==> config.mk <==
export PLATFORM = sky130hd
export DESIGN_NAME = task_scheduler_rr_srtf_priority
export DESIGN_NICKNAME = d
export VERILOG_FILES = /design/src/hdl/tsch_pkg.sv /design/src/hdl/tsch_alu.sv /design/src/hdl/task_scheduler_rr_srtf_priority.sv
export SDC_FILE = /design/constraint.sdc
export NUM_CORES = 1
export LEC_CHECK = 0
export BUFFER_PORTS_ARGS = -buffer_cell sky130_fd_sc_hd__buf_4
export CAP_MARGIN = 0
export CORE_MARGIN = 2
export CORE_UTILIZATION = 40
export DETAILED_ROUTE_END_ITERATION = 12
export MAX_ROUTING_LAYER = met4
export SYNTH_ARGS = -nofsm -noshare
export SYNTH_HDL_FRONTEND = slang
export SYNTH_SLANG_ARGS = --single-unit
==> constraint.sdc <==
create_clock -name clk -period 8.4 [get_ports clk]
set_clock_uncertainty 0.15 [all_clocks]
set_input_delay 0.84 -clock clk [delete_from_list [all_inputs] [get_ports clk]]
set_output_delay 0.84 -clock clk [all_outputs]
set_load 0.05 [all_outputs]
==> src/hdl/tsch_pkg.sv <==
`default_nettype none
// ----------------------------------------------------------------------------
// tsch_pkg
// Shared types and codes of the round robin / srtf / priority task scheduler.
// ----------------------------------------------------------------------------
package tsch_pkg;

  localparam int MAX_TASKS_DEF = 16;
  localparam int ID_W          = 4;
  localparam int LEN_W         = 16;
  localparam int ELA_W         = 17;
  localparam int PRI_W         = 8;
  localparam int ALU_W         = 19;
  localparam logic [ELA_W-1:0] ELA_MAX = '1;

  // commands
  localparam logic [1:0] CMD_TICK  = 2'd0;
  localparam logic [1:0] CMD_LOAD  = 2'd1;
  localparam logic [1:0] CMD_READY = 2'd2;
  localparam logic [1:0] CMD_SLEEP = 2'd3;

  // policies
  localparam logic [1:0] RR    = 2'd0;
  localparam logic [1:0] SRTF  = 2'd1;
  localparam logic [1:0] PRIOP = 2'd2;

  // slot status
  localparam logic [2:0] ST_NEW        = 3'd0;
  localparam logic [2:0] ST_READY      = 3'd1;
  localparam logic [2:0] ST_RUNNING    = 3'd2;
  localparam logic [2:0] ST_WAITING    = 3'd3;
  localparam logic [2:0] ST_TERMINATED = 3'd4;

  // register indexes
  localparam logic REG_POLICY = 1'b0;
  localparam logic REG_SLICE  = 1'b1;

  typedef struct packed {
    logic [1:0]       command;
    logic [ID_W-1:0]  task_id;
    logic [LEN_W-1:0] task_length;
    logic [PRI_W-1:0] task_priority;
  } in_t;

  typedef struct packed {
    logic            running_valid;
    logic [ID_W-1:0] running_task;
    logic            done_valid;
    logic [ID_W-1:0] done_task;
    logic            all_finished;
  } out_t;

  typedef struct packed {
    logic signed [ALU_W-1:0] diff;
    logic                    lt;
  } alu_res_t;

endpackage
`default_nettype wire

==> src/hdl/tsch_alu.sv <==
`default_nettype none
// ----------------------------------------------------------------------------
// tsch_alu
// Shared subtract and compare unit used by the tick, slice, key and compare steps.
// ----------------------------------------------------------------------------
module tsch_alu (
  input  wire logic signed [tsch_pkg::ALU_W-1:0] a,
  input  wire logic signed [tsch_pkg::ALU_W-1:0] b,
  output tsch_pkg::alu_res_t                     res
);

  always_comb begin
    res.diff = a - b;
    res.lt   = res.diff[tsch_pkg::ALU_W-1];
  end

endmodule
`default_nettype wire

==> src/hdl/task_scheduler_rr_srtf_priority.sv <==
`default_nettype none
// ----------------------------------------------------------------------------
// task_scheduler_rr_srtf_priority
// Task scheduler: load, ready, sleep and tick commands over a slot table
// with round robin, shortest remaining time and highest priority selection.
// ----------------------------------------------------------------------------
// a sleep on a queued task adds the queue search and shift; a tick may
//   run the selection scan (two passes of the shared alu per queue entry)
// throughput: one item at a time; in_ready is high only when idle
// reset: synchronous active low; slots new, queue empty, nothing running,
//   policy round robin, time slice 4
module task_scheduler_rr_srtf_priority #(
  parameter int MAX_TASKS = tsch_pkg::MAX_TASKS_DEF
) (
  input  wire logic            clk,
  input  wire logic            rst_n,
  input  wire logic            in_valid,
  output logic                 in_ready,
  input  wire tsch_pkg::in_t   in_data,
  output logic                 out_valid,
  input  wire logic            out_ready,
  output tsch_pkg::out_t       out_data,
  input  wire logic            cfg_psel,
  input  wire logic            cfg_penable,
  input  wire logic            cfg_pwrite,
  input  wire logic [2:0]      cfg_paddr,
  input  wire logic [31:0]     cfg_pwdata,
  output logic [31:0]          cfg_prdata,
  output logic                 cfg_pready
);

  localparam int NS = (MAX_TASKS < 16) ? MAX_TASKS : 16;
  localparam int IW = (NS > 1) ? $clog2(NS) : 1;
  localparam int CW = $clog2(NS + 1);
  localparam int AW = tsch_pkg::ALU_W;

  localparam logic [3:0] S_IDLE   = 4'd0;
  localparam logic [3:0] S_CMD    = 4'd1;
  localparam logic [3:0] S_RMFIND = 4'd2;
  localparam logic [3:0] S_SHIFT  = 4'd3;
  localparam logic [3:0] S_T0     = 4'd4;
  localparam logic [3:0] S_T1     = 4'd5;
  localparam logic [3:0] S_PICK   = 4'd6;
  localparam logic [3:0] S_KEY    = 4'd7;
  localparam logic [3:0] S_CMP    = 4'd8;
  localparam logic [3:0] S_GRAB   = 4'd9;
  localparam logic [3:0] S_RUN    = 4'd10;
  localparam logic [3:0] S_DONE   = 4'd11;

  // configuration
  logic [1:0] policy_r;
  logic [7:0] slice_len_r;

  // tables
  logic [tsch_pkg::LEN_W-1:0] len_tab  [NS];
  logic [tsch_pkg::ELA_W-1:0] ela_tab  [NS];
  logic [tsch_pkg::PRI_W-1:0] pri_tab  [NS];
  logic [2:0]                 st_tab_r [NS];
  logic [IW-1:0]              queue    [NS];

  logic [3:0]    state_r, state_nxt;
  logic [3:0]    ret_r, ret_nxt;
  tsch_pkg::in_t item_r;
  logic [CW-1:0] qcnt_r, qcnt_nxt;
  logic [CW-1:0] wcnt_r, wcnt_nxt;
  logic          cur_valid_r, cur_valid_nxt;
  logic [IW-1:0] cur_r, cur_nxt;
  logic [7:0]    slice_r, slice_nxt;
  logic [CW-1:0] idx_r, idx_nxt;
  logic [CW-1:0] bpos_r, bpos_nxt;
  logic [AW-1:0] key_r, key_nxt, best_r, best_nxt;
  logic          done_r, done_nxt;
  logic [IW-1:0] done_id_r, done_id_nxt;
  logic          out_valid_r;
  tsch_pkg::out_t out_r;

  // single read port and single write port on the slot tables and on the queue
  logic [CW-1:0] qa;
  logic [IW-1:0] qrd;
  logic [IW-1:0] ta;
  logic [2:0]    st_rd;
  logic [tsch_pkg::LEN_W-1:0] len_rd;
  logic [tsch_pkg::ELA_W-1:0] ela_rd;
  logic [tsch_pkg::PRI_W-1:0] pri_rd;

  // table write controls
  logic          st_we, load_we, ela_inc;
  logic [2:0]    st_wd;
  logic          q_we;
  logic [IW-1:0] q_wa, q_wd;

  logic signed [AW-1:0] alu_a, alu_b;
  tsch_pkg::alu_res_t   alu_res;
  logic id_ok;
  logic better;

  tsch_alu u_alu (
    .a   (alu_a),
    .b   (alu_b),
    .res (alu_res)
  );

  assign qa    = (state_r == S_SHIFT) ? idx_r + CW'(1) : idx_r;
  assign qrd   = queue[qa[IW-1:0]];
  assign id_ok = ({1'b0, item_r.task_id} < 5'(NS));

  always_comb begin
    unique case (state_r)
      S_T0, S_T1, S_RUN: ta = cur_r;
      S_KEY:             ta = qrd;
      default:           ta = item_r.task_id[IW-1:0];
    endcase
  end

  assign st_rd  = st_tab_r[ta];
  assign len_rd = len_tab[ta];
  assign ela_rd = ela_tab[ta];
  assign pri_rd = pri_tab[ta];

  always_comb begin
    alu_a = '0;
    alu_b = '0;
    unique case (state_r)
      S_T0: begin
        alu_a = AW'(ela_rd);
        alu_b = AW'(len_rd);
      end
      S_T1: begin
        alu_a = AW'(slice_r);
        alu_b = AW'(slice_len_r);
      end
      S_KEY: begin
        alu_a = AW'(len_rd);
        alu_b = AW'(ela_rd);
      end
      S_CMP: begin
        if (policy_r == tsch_pkg::SRTF) begin
          alu_a = key_r;
          alu_b = best_r;
        end else begin
          alu_a = best_r;
          alu_b = key_r;
        end
      end
      default: begin
        alu_a = '0;
        alu_b = '0;
      end
    endcase
  end

  assign better = (idx_r == '0) || alu_res.lt;

  always_comb begin
    state_nxt     = state_r;
    ret_nxt       = ret_r;
    qcnt_nxt      = qcnt_r;
    wcnt_nxt      = wcnt_r;
    cur_valid_nxt = cur_valid_r;
    cur_nxt       = cur_r;
    slice_nxt     = slice_r;
    idx_nxt       = idx_r;
    bpos_nxt      = bpos_r;
    key_nxt       = key_r;
    best_nxt      = best_r;
    done_nxt      = done_r;
    done_id_nxt   = done_id_r;
    st_we         = 1'b0;
    st_wd         = st_rd;
    load_we       = 1'b0;
    ela_inc       = 1'b0;
    q_we          = 1'b0;
    q_wa          = qcnt_r[IW-1:0];
    q_wd          = item_r.task_id[IW-1:0];
    unique case (state_r)
      S_IDLE: begin
        if (in_valid) begin
          done_nxt    = 1'b0;
          done_id_nxt = '0;
          state_nxt   = (in_data.command == tsch_pkg::CMD_TICK) ? S_T0 : S_CMD;
        end
      end
      S_CMD: begin
        state_nxt = S_DONE;
        if (id_ok) begin
          case (item_r.command)
            tsch_pkg::CMD_LOAD: begin
              if (st_rd == tsch_pkg::ST_NEW || st_rd == tsch_pkg::ST_TERMINATED) begin
                load_we = 1'b1;
                st_we   = 1'b1;
                st_wd   = tsch_pkg::ST_NEW;
              end
            end
            tsch_pkg::CMD_READY: begin
              if (st_rd == tsch_pkg::ST_NEW || st_rd == tsch_pkg::ST_WAITING) begin
                st_we = 1'b1;
                st_wd = tsch_pkg::ST_READY;
                if (st_rd == tsch_pkg::ST_WAITING) wcnt_nxt = wcnt_r - CW'(1);
                if (qcnt_r < CW'(NS)) begin
                  q_we     = 1'b1;
                  qcnt_nxt = qcnt_r + CW'(1);
                end
              end
            end
            tsch_pkg::CMD_SLEEP: begin
              if (st_rd == tsch_pkg::ST_READY || st_rd == tsch_pkg::ST_RUNNING ||
                  st_rd == tsch_pkg::ST_NEW) begin
                st_we    = 1'b1;
                st_wd    = tsch_pkg::ST_WAITING;
                wcnt_nxt = wcnt_r + CW'(1);
              end
              if (st_rd == tsch_pkg::ST_READY) begin
                idx_nxt   = '0;
                ret_nxt   = S_DONE;
                state_nxt = S_RMFIND;
              end else if (st_rd == tsch_pkg::ST_RUNNING) begin
                cur_valid_nxt = 1'b0;
                slice_nxt     = '0;
              end
            end
            default: ;
          endcase
        end
      end
      S_RMFIND: begin
        if (idx_r >= qcnt_r) begin
          state_nxt = ret_r;
        end else if (qrd == item_r.task_id[IW-1:0]) begin
          state_nxt = S_SHIFT;
        end else begin
          idx_nxt = idx_r + CW'(1);
        end
      end
      S_SHIFT: begin
        // close the gap one entry a cycle
        if (idx_r + CW'(1) < qcnt_r) begin
          q_we    = 1'b1;
          q_wa    = idx_r[IW-1:0];
          q_wd    = qrd;
          idx_nxt = idx_r + CW'(1);
        end else begin
          qcnt_nxt  = qcnt_r - CW'(1);
          state_nxt = ret_r;
        end
      end
      S_T0: begin
        if (!cur_valid_r) begin
          state_nxt = S_PICK;
        end else if (!alu_res.lt) begin
          st_we         = 1'b1;
          st_wd         = tsch_pkg::ST_TERMINATED;
          cur_valid_nxt = 1'b0;
          done_nxt      = 1'b1;
          done_id_nxt   = cur_r;
          state_nxt     = S_PICK;
        end else begin
          state_nxt = S_T1;
        end
      end
      S_T1: begin
        if (!alu_res.lt) begin
          // slice used up, back to the tail
          st_we         = 1'b1;
          st_wd         = tsch_pkg::ST_READY;
          cur_valid_nxt = 1'b0;
          q_wd          = cur_r;
          if (qcnt_r < CW'(NS)) begin
            q_we     = 1'b1;
            qcnt_nxt = qcnt_r + CW'(1);
          end
          state_nxt = S_PICK;
        end else begin
          state_nxt = S_RUN;
        end
      end
      S_PICK: begin
        idx_nxt  = '0;
        bpos_nxt = '0;
        if (cur_valid_r) begin
          state_nxt = S_RUN;
        end else if (qcnt_r == '0) begin
          state_nxt = S_DONE;
        end else if (policy_r == tsch_pkg::SRTF || policy_r == tsch_pkg::PRIOP) begin
          state_nxt = S_KEY;
        end else begin
          state_nxt = S_GRAB;
        end
      end
      S_KEY: begin
        key_nxt   = (policy_r == tsch_pkg::SRTF) ? alu_res.diff : AW'(pri_rd);
        state_nxt = S_CMP;
      end
      S_CMP: begin
        if (better) begin
          best_nxt = key_r;
          bpos_nxt = idx_r;
        end
        if (idx_r + CW'(1) < qcnt_r) begin
          idx_nxt   = idx_r + CW'(1);
          state_nxt = S_KEY;
        end else begin
          idx_nxt   = better ? idx_r : bpos_r;
          state_nxt = S_GRAB;
        end
      end
      S_GRAB: begin
        cur_nxt       = qrd;
        cur_valid_nxt = 1'b1;
        slice_nxt     = '0;
        ret_nxt       = S_RUN;
        state_nxt     = S_SHIFT;
      end
      S_RUN: begin
        st_we   = 1'b1;
        st_wd   = tsch_pkg::ST_RUNNING;
        ela_inc = (ela_rd != tsch_pkg::ELA_MAX);
        if (slice_r != 8'hFF) slice_nxt = slice_r + 8'd1;
        state_nxt = S_DONE;
      end
      S_DONE: begin
        if (!out_valid_r || out_ready) state_nxt = S_IDLE;
      end
      default: state_nxt = S_IDLE;
    endcase
  end

  always_ff @(posedge clk) begin
    if (!rst_n) begin
      state_r     <= S_IDLE;
      ret_r       <= S_DONE;
      qcnt_r      <= '0;
      wcnt_r      <= '0;
      cur_valid_r <= 1'b0;
      cur_r       <= '0;
      slice_r     <= '0;
      done_r      <= 1'b0;
      done_id_r   <= '0;
      out_valid_r <= 1'b0;
      policy_r    <= tsch_pkg::RR;
      slice_len_r <= 8'd4;
      for (int i = 0; i < NS; i++) st_tab_r[i] <= tsch_pkg::ST_NEW;
    end else begin
      state_r     <= state_nxt;
      ret_r       <= ret_nxt;
      qcnt_r      <= qcnt_nxt;
      wcnt_r      <= wcnt_nxt;
      cur_valid_r <= cur_valid_nxt;
      cur_r       <= cur_nxt;
      slice_r     <= slice_nxt;
      done_r      <= done_nxt;
      done_id_r   <= done_id_nxt;
      if (st_we) st_tab_r[ta] <= st_wd;
      if (state_r == S_DONE && (!out_valid_r || out_ready)) begin
        out_valid_r <= 1'b1;
      end else if (out_ready) begin
        out_valid_r <= 1'b0;
      end
      if (cfg_psel && cfg_penable && cfg_pwrite) begin
        if (cfg_paddr[2] == tsch_pkg::REG_POLICY) policy_r <= cfg_pwdata[1:0];
        else                                      slice_len_r <= cfg_pwdata[7:0];
      end
    end
  end

  always_ff @(posedge clk) begin
    idx_r  <= idx_nxt;
    bpos_r <= bpos_nxt;
    key_r  <= key_nxt;
    best_r <= best_nxt;
    if (state_r == S_IDLE && in_valid) item_r <= in_data;
    if (load_we) begin
      len_tab[ta] <= item_r.task_length;
      pri_tab[ta] <= item_r.task_priority;
      ela_tab[ta] <= '0;
    end else if (ela_inc) begin
      ela_tab[ta] <= ela_rd + tsch_pkg::ELA_W'(1);
    end
    if (q_we) queue[q_wa] <= q_wd;
    if (state_r == S_DONE && (!out_valid_r || out_ready)) begin
      out_r.running_valid <= cur_valid_r;
      out_r.running_task  <= cur_valid_r ? 4'(cur_r) : 4'd0;
      out_r.done_valid    <= done_r;
      out_r.done_task     <= done_r ? 4'(done_id_r) : 4'd0;
      out_r.all_finished  <= !cur_valid_r && (qcnt_r == '0) && (wcnt_r == '0);
    end
  end

  assign in_ready   = (state_r == S_IDLE);
  assign out_valid  = out_valid_r;
  assign out_data   = out_r;
  assign cfg_pready = 1'b1;
  assign cfg_prdata = (cfg_paddr[2] == tsch_pkg::REG_POLICY) ? {30'd0, policy_r}
                                                             : {24'd0, slice_len_r};

`ifndef ASSERT_OFF
  a_qcnt_bound: assert property (@(posedge clk) disable iff (!rst_n)
    qcnt_r <= CW'(NS)) else $error("ready queue count beyond slot count");

  a_wcnt_bound: assert property (@(posedge clk) disable iff (!rst_n)
    wcnt_r <= CW'(NS)) else $error("sleeping count beyond slot count");

  a_busy_not_ready: assert property (@(posedge clk) disable iff (!rst_n)
    (state_r != S_IDLE) |-> !in_ready) else $error("input taken while busy");

  a_done_not_running: assert property (@(posedge clk) disable iff (!rst_n)
    (out_valid_r && out_r.done_valid && out_r.running_valid)
      |-> (out_r.done_task != out_r.running_task))
    else $error("terminated task still reported running");
`endif

endmodule
`default_nettype wire

==> results.sh, run 1 <==
export IMPL_nets=3671
export IMPL_drive_gt1_share_pct=15.7
export IMPL_diodes=0
export IMPL_die_x_um=328
export IMPL_yosysSeqAreaShare_pct=63.4
export IMPL_portBuffers=66
export IMPL_slew_viol_final=0
export IMPL_syn_avg_cell_area_um2=12.2
export IMPL_rsz0062_at_grt="true"
export IMPL_min_period_ns=8.14
export IMPL_fillers=9197
export IMPL_numCtsBuffers=97
export IMPL_crit_path_top_delay_cell="mux4_2"
export IMPL_p_per_area_nw_per_um2=391
export IMPL_grt_max_degree=101
export IMPL_reg2reg_setup_slack_ns=0.26
export IMPL_first_iter_violations=2764
export IMPL_die_area_um2=107000
export IMPL_min_to="item_r[2]"
export IMPL_syn_to_final_growth_pct=14.8
export IMPL_synth_distinct_cells=102
export IMPL_dp_cells=4824
export IMPL_clk_pin_slew_ns=0.06
export IMPL_via_per_inst=5.77
export IMPL_final_util_pct=46.4
export IMPL_worstSetupStartpointType="register"
export IMPL_grt_pass1_wl_um=172000
export IMPL_max_slew_margin_pct=23.8
export IMPL_setup_viol=0
export IMPL_fmax_ghz=0.123
export IMPL_critPathRequiredTime_ns=8.56
export IMPL_synth_largest_area_cell="edfxtp_1"
export IMPL_std_cell_rows=118
export IMPL_drtPass1Iterations=6
export IMPL_holdBufCountCts=0
export IMPL_worstSetupPathType="register to register"
export IMPL_netlist_top_cells_count="edfxtp_1, nand2_1, nand3_1, nor2_1, clkbuf_1"
export IMPL_final_cells=5021
export IMPL_reg2reg_from="idx_r[0]"
export IMPL_leakage_nw=16.2
export IMPL_synth_area_um2=42000
export IMPL_finalHoldViolCount=0
export IMPL_avgRoutedWirePerCell_um=22.8
export IMPL_gp_congestion=0.876
export IMPL_fin_crit_sh_pct=97.0
export IMPL_r2r_cells=29
export IMPL_holdCritPathClass="input pin to register"
export IMPL_drv_cap=0
export IMPL_synth_edf_count=857
export IMPL_endpoint_kind="register"
export IMPL_chipHeight_um=328
export IMPL_critPathMaxStageDelay_ns=0.51
export IMPL_drc_errors=0
export IMPL_root_buffer="clkbuf_16"
export IMPL_vias=29000
export IMPL_wl_um=115000
export IMPL_grt_pass1_vias=27500
export IMPL_clk_insertion_delay_late_ns=0.67
export IMPL_initial_core_util_pct=40.4
export IMPL_htree_levels=3
export IMPL_core_um2=104000
export IMPL_ir_worst_vdd_uv=233
export IMPL_antenna_found_initial=0
export IMPL_timing_rr_end="queue[12][1]"
export IMPL_worst_pin_slew_ns=1.14
export IMPL_cts_sinks=901
export IMPL_grt_usage_pct=21.5
export IMPL_whs_path_depth=1
export IMPL_hpwlAfterDp_um=70800
export IMPL_status="finished clean"
export IMPL_yosysMostFrequentCell="edfxtp_1"
export IMPL_ys_top_cells_by_area="edfxtp_1, nand2_1, mux2i_1, nand3_1, dfxtp_1"
export IMPL_synth_flop_cell="edfxtp_1"
export IMPL_netlist_instances=3450
export IMPL_yosysWarningCount=0
export IMPL_cts_tree="yes"
export IMPL_worstPathArrival_ns=8.30
export IMPL_yosysTopAreaCellShare_pct=61.3
export IMPL_critPathMaxFanout=15
export IMPL_synthArstFlopShare_pct=0
export IMPL_hp_start="in_data[2]"
export IMPL_grt_overflow=0
export IMPL_io_pins=118
export IMPL_clk_path_buf_depth=3
export IMPL_ant_nets=0
export IMPL_ys_ff_latch=901
==> worst max-delay path, delay by kind of cell (launching register included) <==
family,cells,cell delay [ns]
and+or+nand+nor,3,0.71
buffers and inverters,4,0.57
adders and majority gates,3,0.87
muxes,3,1.13
DFF,1,0.42
AOI/OAI and AO/OA,16,3.91
==> state kept, by name, summed over array words and instances, names as in the netlist, 2 cells and up <==
register / cells
ela_tab: 272
len_tab: 256
pri_tab: 128
queue: 64
st_tab_r: 48
item_r: 30
best_r: 19
key_r: 19
out_data: 11
slice_len_r: 8
slice_r: 8
bpos_r: 5
idx_r: 5
qcnt_r: 5
wcnt_r: 5
cur_r: 4
done_id_r: 4
state_r: 4
policy_r: 2
==> stage by stage <==
step	instance area [um^2]	setup TNS [ns]	power (mW)	hold slack (ns)	worst slack [ns]
CTS	48000	0	18.7	0.161	0.0118
global placement	44900	0	14.5	0.302	0.0234
global route	48200	-0.0891	19.8	0.172	-0.0313
floorplan	42300	0	11.6	0.290	0.0375
finish	48200	0	18.8	0.202	0.255
detailed placement	44900	0	14.6	0.314	0.0575
==> placed cells by master, fill, tap and decap left out, types with 24 or more instances in the layout <==
| master | n |
|---|---|
| edfxtp_1 | 857 |
| ha_1 | 36 |
| a31oi_1 | 24 |
| xnor2_1 | 30 |
| mux2i_1 | 113 |
| o21ai_0 | 73 |
| clkinv_1 | 32 |
| clkbuf_16 | 100 |
| o211ai_1 | 37 |
| and2_1 | 38 |
| a311oi_1 | 88 |
| mux2_2 | 25 |
| a21oi_1 | 94 |
| nand3_1 | 194 |
| a21boi_0 | 24 |
| dfxtp_1 | 44 |
| inv_1 | 29 |
| buf_4 | 241 |
| nand2_1 | 631 |
| nor2_1 | 144 |
| conb_1 | 25 |
| and3_1 | 119 |
| nor3_1 | 45 |
| nand4_1 | 48 |
==> worst max-delay path by stage <==
stage / from / endpoint / slack, ns / cells past startpoint
6_report: idx_r[0] / queue[12][1] / 0.26 / 29
5_1_grt: idx_r[1] / st_tab_r[5][2] / -0.03 / 30
4_1_cts: idx_r[1] / st_tab_r[4][1] / 0.01 / 32
3_5_place_dp: idx_r[1] / st_tab_r[12][1] / 0.06 / 32
3_3_place_gp: idx_r[1] / st_tab_r[12][1] / 0.02 / 32
2_1_floorplan: idx_r[0] / st_tab_r[10][0] / 0.04 / 41
==> cells by family (layout without fill, tap and decap cells) <==
family                     count (synthesis)  after routing  share of synthesized area, %
AOI/OAI and AO/OA                        621            621                          11.1
xor gates and xnor gates                  40             40                         0.835
adders and majority gates                 41             41                          1.26
buffers and inverters                    310            477                          3.63
DFF                                      901            901                          63.4
muxes                                    160            160                          4.44
other                                      2             25                        0.0179
and+or+nand+nor                         1375           1376                          15.3
==> layout make-up <==
type	instances	area [um^2]	area share (%)
Tap cell	1380	1730	3.58
Clock buffer	118	2580	5.35
Multi-Input combinational cell	2263	14400	30.0
Timing Repair Buffer	261	2200	4.56
Clock inverter	64	494	1.03
Sequential cell	901	26600	55.2
Inverter	34	130	0.270
==> repair_timing <==
item,CTS,global route
resized for setup,0,20
endpoints found under the setup margin,0,206
setup buffers,0,13
==> where the power goes <==
group	switching [mW]	internal [mW]
Sequential	0.217	5.31
Clock	1.76	2.34
Combinational	5.88	3.31
Total	7.86	11.0
==> metal layers <==
metal	vias up	wire [um]	track usage, %
met1	14500	50100	29.2
met5	-	0	-
met2	952	55400	34.3
li1	13300	-	-
met4	0	2820	5.96
met3	179	6350	2.52
(Power assumes the default switching activity.)
==> run 2: changes to the inputs <==
--- a/config.mk
+++ b/config.mk
@@ -7,10 +7,10 @@
 export LEC_CHECK = 0
 export BUFFER_PORTS_ARGS = -buffer_cell sky130_fd_sc_hd__buf_4
 export CAP_MARGIN = 0
-export CORE_MARGIN = 2
 export CORE_UTILIZATION = 40
 export DETAILED_ROUTE_END_ITERATION = 12
 export MAX_ROUTING_LAYER = met4
+export SKIP_LAST_GASP = 1
 export SYNTH_ARGS = -nofsm -noshare
 export SYNTH_HDL_FRONTEND = slang
 export SYNTH_SLANG_ARGS = --single-unit
==> constraint.sdc (replaced) <==
create_clock -name clk -period 8.4 [get_ports clk]
set_clock_uncertainty 0.15 [all_clocks]
set_input_delay 1.26 -clock clk [delete_from_list [all_inputs] [get_ports clk]]
set_output_delay 1.26 -clock clk [all_outputs]
set_load 0.05 [all_outputs]
==> results.sh, run 2 (synthesis gave the netlist of run 1 again) <==
export IMPL_vias=28700
export IMPL_total_power_mw=18.9
export IMPL_portBuffers=66
export IMPL_critPathMaxStageDelay_ns=0.52
export IMPL_via_per_inst=5.71
export IMPL_grt_overflow=0
export IMPL_gp_congestion=0.859
export IMPL_holdCritPathClass="register to register"
export IMPL_cts_sinks=901
export IMPL_root_buffer="clkbuf_16"
export IMPL_crit_family="compound AO/OA/AOI/OAI gates"
export IMPL_critPathCapture="st_tab_r[0][0]"
export IMPL_io_pins=118
export IMPL_avgRoutedWirePerCell_um=22.7
export IMPL_status="finished clean"
export IMPL_whs_ns=0.323
export IMPL_grt_usage_pct=21.6
export IMPL_post_place_ws_ns=0.107
export IMPL_clk_insertion_delay_late_ns=0.66
export IMPL_core_um2=104000
export IMPL_finalHoldViolCount=0
export IMPL_endpoint_kind="register"
export IMPL_fillers=9224
export IMPL_drive_gt1_share_pct=15.5
export IMPL_reg2reg_from="idx_r[0]"
export IMPL_cts_tree="yes"
export IMPL_multi_input_area_um2=14400
export IMPL_reg_largest_list="ela_tab: 272 flops, len_tab: 256 flops, pri_tab: 128 flops"
export IMPL_crit_start="idx_r[0]"
export IMPL_worstPathArrival_ns=8.20
export IMPL_holdBufCountCts=0
export IMPL_chipHeight_um=326
export IMPL_min_period_ns=8.03
export IMPL_htree_levels=3
export IMPL_r2r_cells=31
export IMPL_final_cells=5024
export IMPL_crit_path_top_delay_cell="mux4_2"
export IMPL_std_cell_rows=118
export IMPL_die_area_um2=106000
export IMPL_drtPass1Iterations=6
export IMPL_worstSetupStartpointType="register"
export IMPL_final_util_pct=46.4
export IMPL_antenna_found_initial=0
export IMPL_max_slew_margin_pct=14.0
export IMPL_numCtsBuffers=94
export IMPL_clk_path_buf_depth=3
export IMPL_drv_cap=0
export IMPL_timing_rr_end="st_tab_r[0][0]"
export IMPL_placed_cell_area_um2=45100
export IMPL_critPathRequiredTime_ns=8.57
export IMPL_clk_pin_slew_ns=0.06
export IMPL_worst_pin_slew_ns=1.29
export IMPL_area_sequential_um2=26600
export IMPL_syn_to_final_growth_pct=14.8
export IMPL_slew_viol_final=0
export IMPL_diodes=0
export IMPL_leakage_nw=16.3
export IMPL_largest_register="ela_tab"
export IMPL_layout_setup_ws_ns=0.370
export IMPL_wl_um=114000
export IMPL_final_common_cell="edfxtp_1"
export IMPL_final_cell_mix="edfxtp_1, nand2_1, buf_4, nand3_1, nor2_1"
export IMPL_ant_nets=0
export IMPL_grt_pass1_wl_um=170000
export IMPL_ir_worst_vdd_uv=275
export IMPL_dp_cells=4847
export IMPL_initial_core_util_pct=40.4
export IMPL_path_buf_inv=5
export IMPL_grt_max_degree=90
export IMPL_first_iter_violations=2667
export IMPL_worst_path_stages=31
export IMPL_setup_viol=0
export IMPL_finish_instance_area_um2=48200
export IMPL_grt_pass1_vias=27300
export IMPL_drc_errors=0
export IMPL_tns_ns=0
export IMPL_critPathMaxFanout=30
export IMPL_p_per_area_nw_per_um2=393
export IMPL_worstSetupPathType="register to register"
export IMPL_largest_reg_flops=272
export IMPL_fmax_ghz=0.125
export IMPL_nets=3681
export IMPL_fin_crit_sh_pct=95.6
export IMPL_die_x_um=326
export IMPL_rsz0062_at_grt="true"
export IMPL_reg2reg_setup_slack_ns=0.37
export IMPL_hpwlAfterDp_um=71000
## run 2: how the worst min path moves through the flow
stage	start	to	cells past startpoint
3_5_place_dp	key_r[13]	best_r[13]	0
5_1_grt	key_r[14]	best_r[14]	0
3_3_place_gp	key_r[14]	best_r[14]	0
4_1_cts	key_r[13]	best_r[13]	0
6_report	key_r[13]	best_r[13]	0
2_1_floorplan	key_r[0]	best_r[0]	0
## run 2: area by class of cell
class	count	share of cell area [%]
clock buffer	122	5.26
tap	1380	3.59
multi-input combinational	2262	29.8
clock inverter	50	0.985
sequential	901	55.3
timing repair buffer	275	4.79
inverter	34	0.270
## run 2: layer usage
metal / up-vias / wire, um / global-route usage (%)
met4: 0 / 3060 / 6.46
met1: 14300 / 49600 / 28.6
met3: 189 / 6800 / 2.72
li1: 13300 / - / -
met5: - / 0 / -
met2: 957 / 54800 / 34.9
## run 2: report_power, final
| group | leakage (nW) | total (mW) | internal [mW] | switching (mW) |
|---|---|---|---|---|
| clock network | 1.47 | 4.12 | 2.40 | 1.73 |
| registers | 7.80 | 5.52 | 5.31 | 0.211 |
| logic | 6.99 | 9.27 | 3.38 | 5.89 |
| total | 16.3 | 18.9 | 11.1 | 7.83 |
## run 2: repair_timing
| action | CTS | global route |
|---|---|---|
| buffers inserted | 0 | 5 |
| resized for setup | 0 | 3 |
| endpoints found under the setup margin | 0 | 84 |
## run 2: worst register-to-register path, delay by kind of cell, from the launching register on
kind	cells	cell delay [ns]
compound gates	17	3.84
buf+inv	5	0.71
mux	3	1.16
flops	1	0.39
simple gates	3	0.53
fa+ha+maj	3	0.94
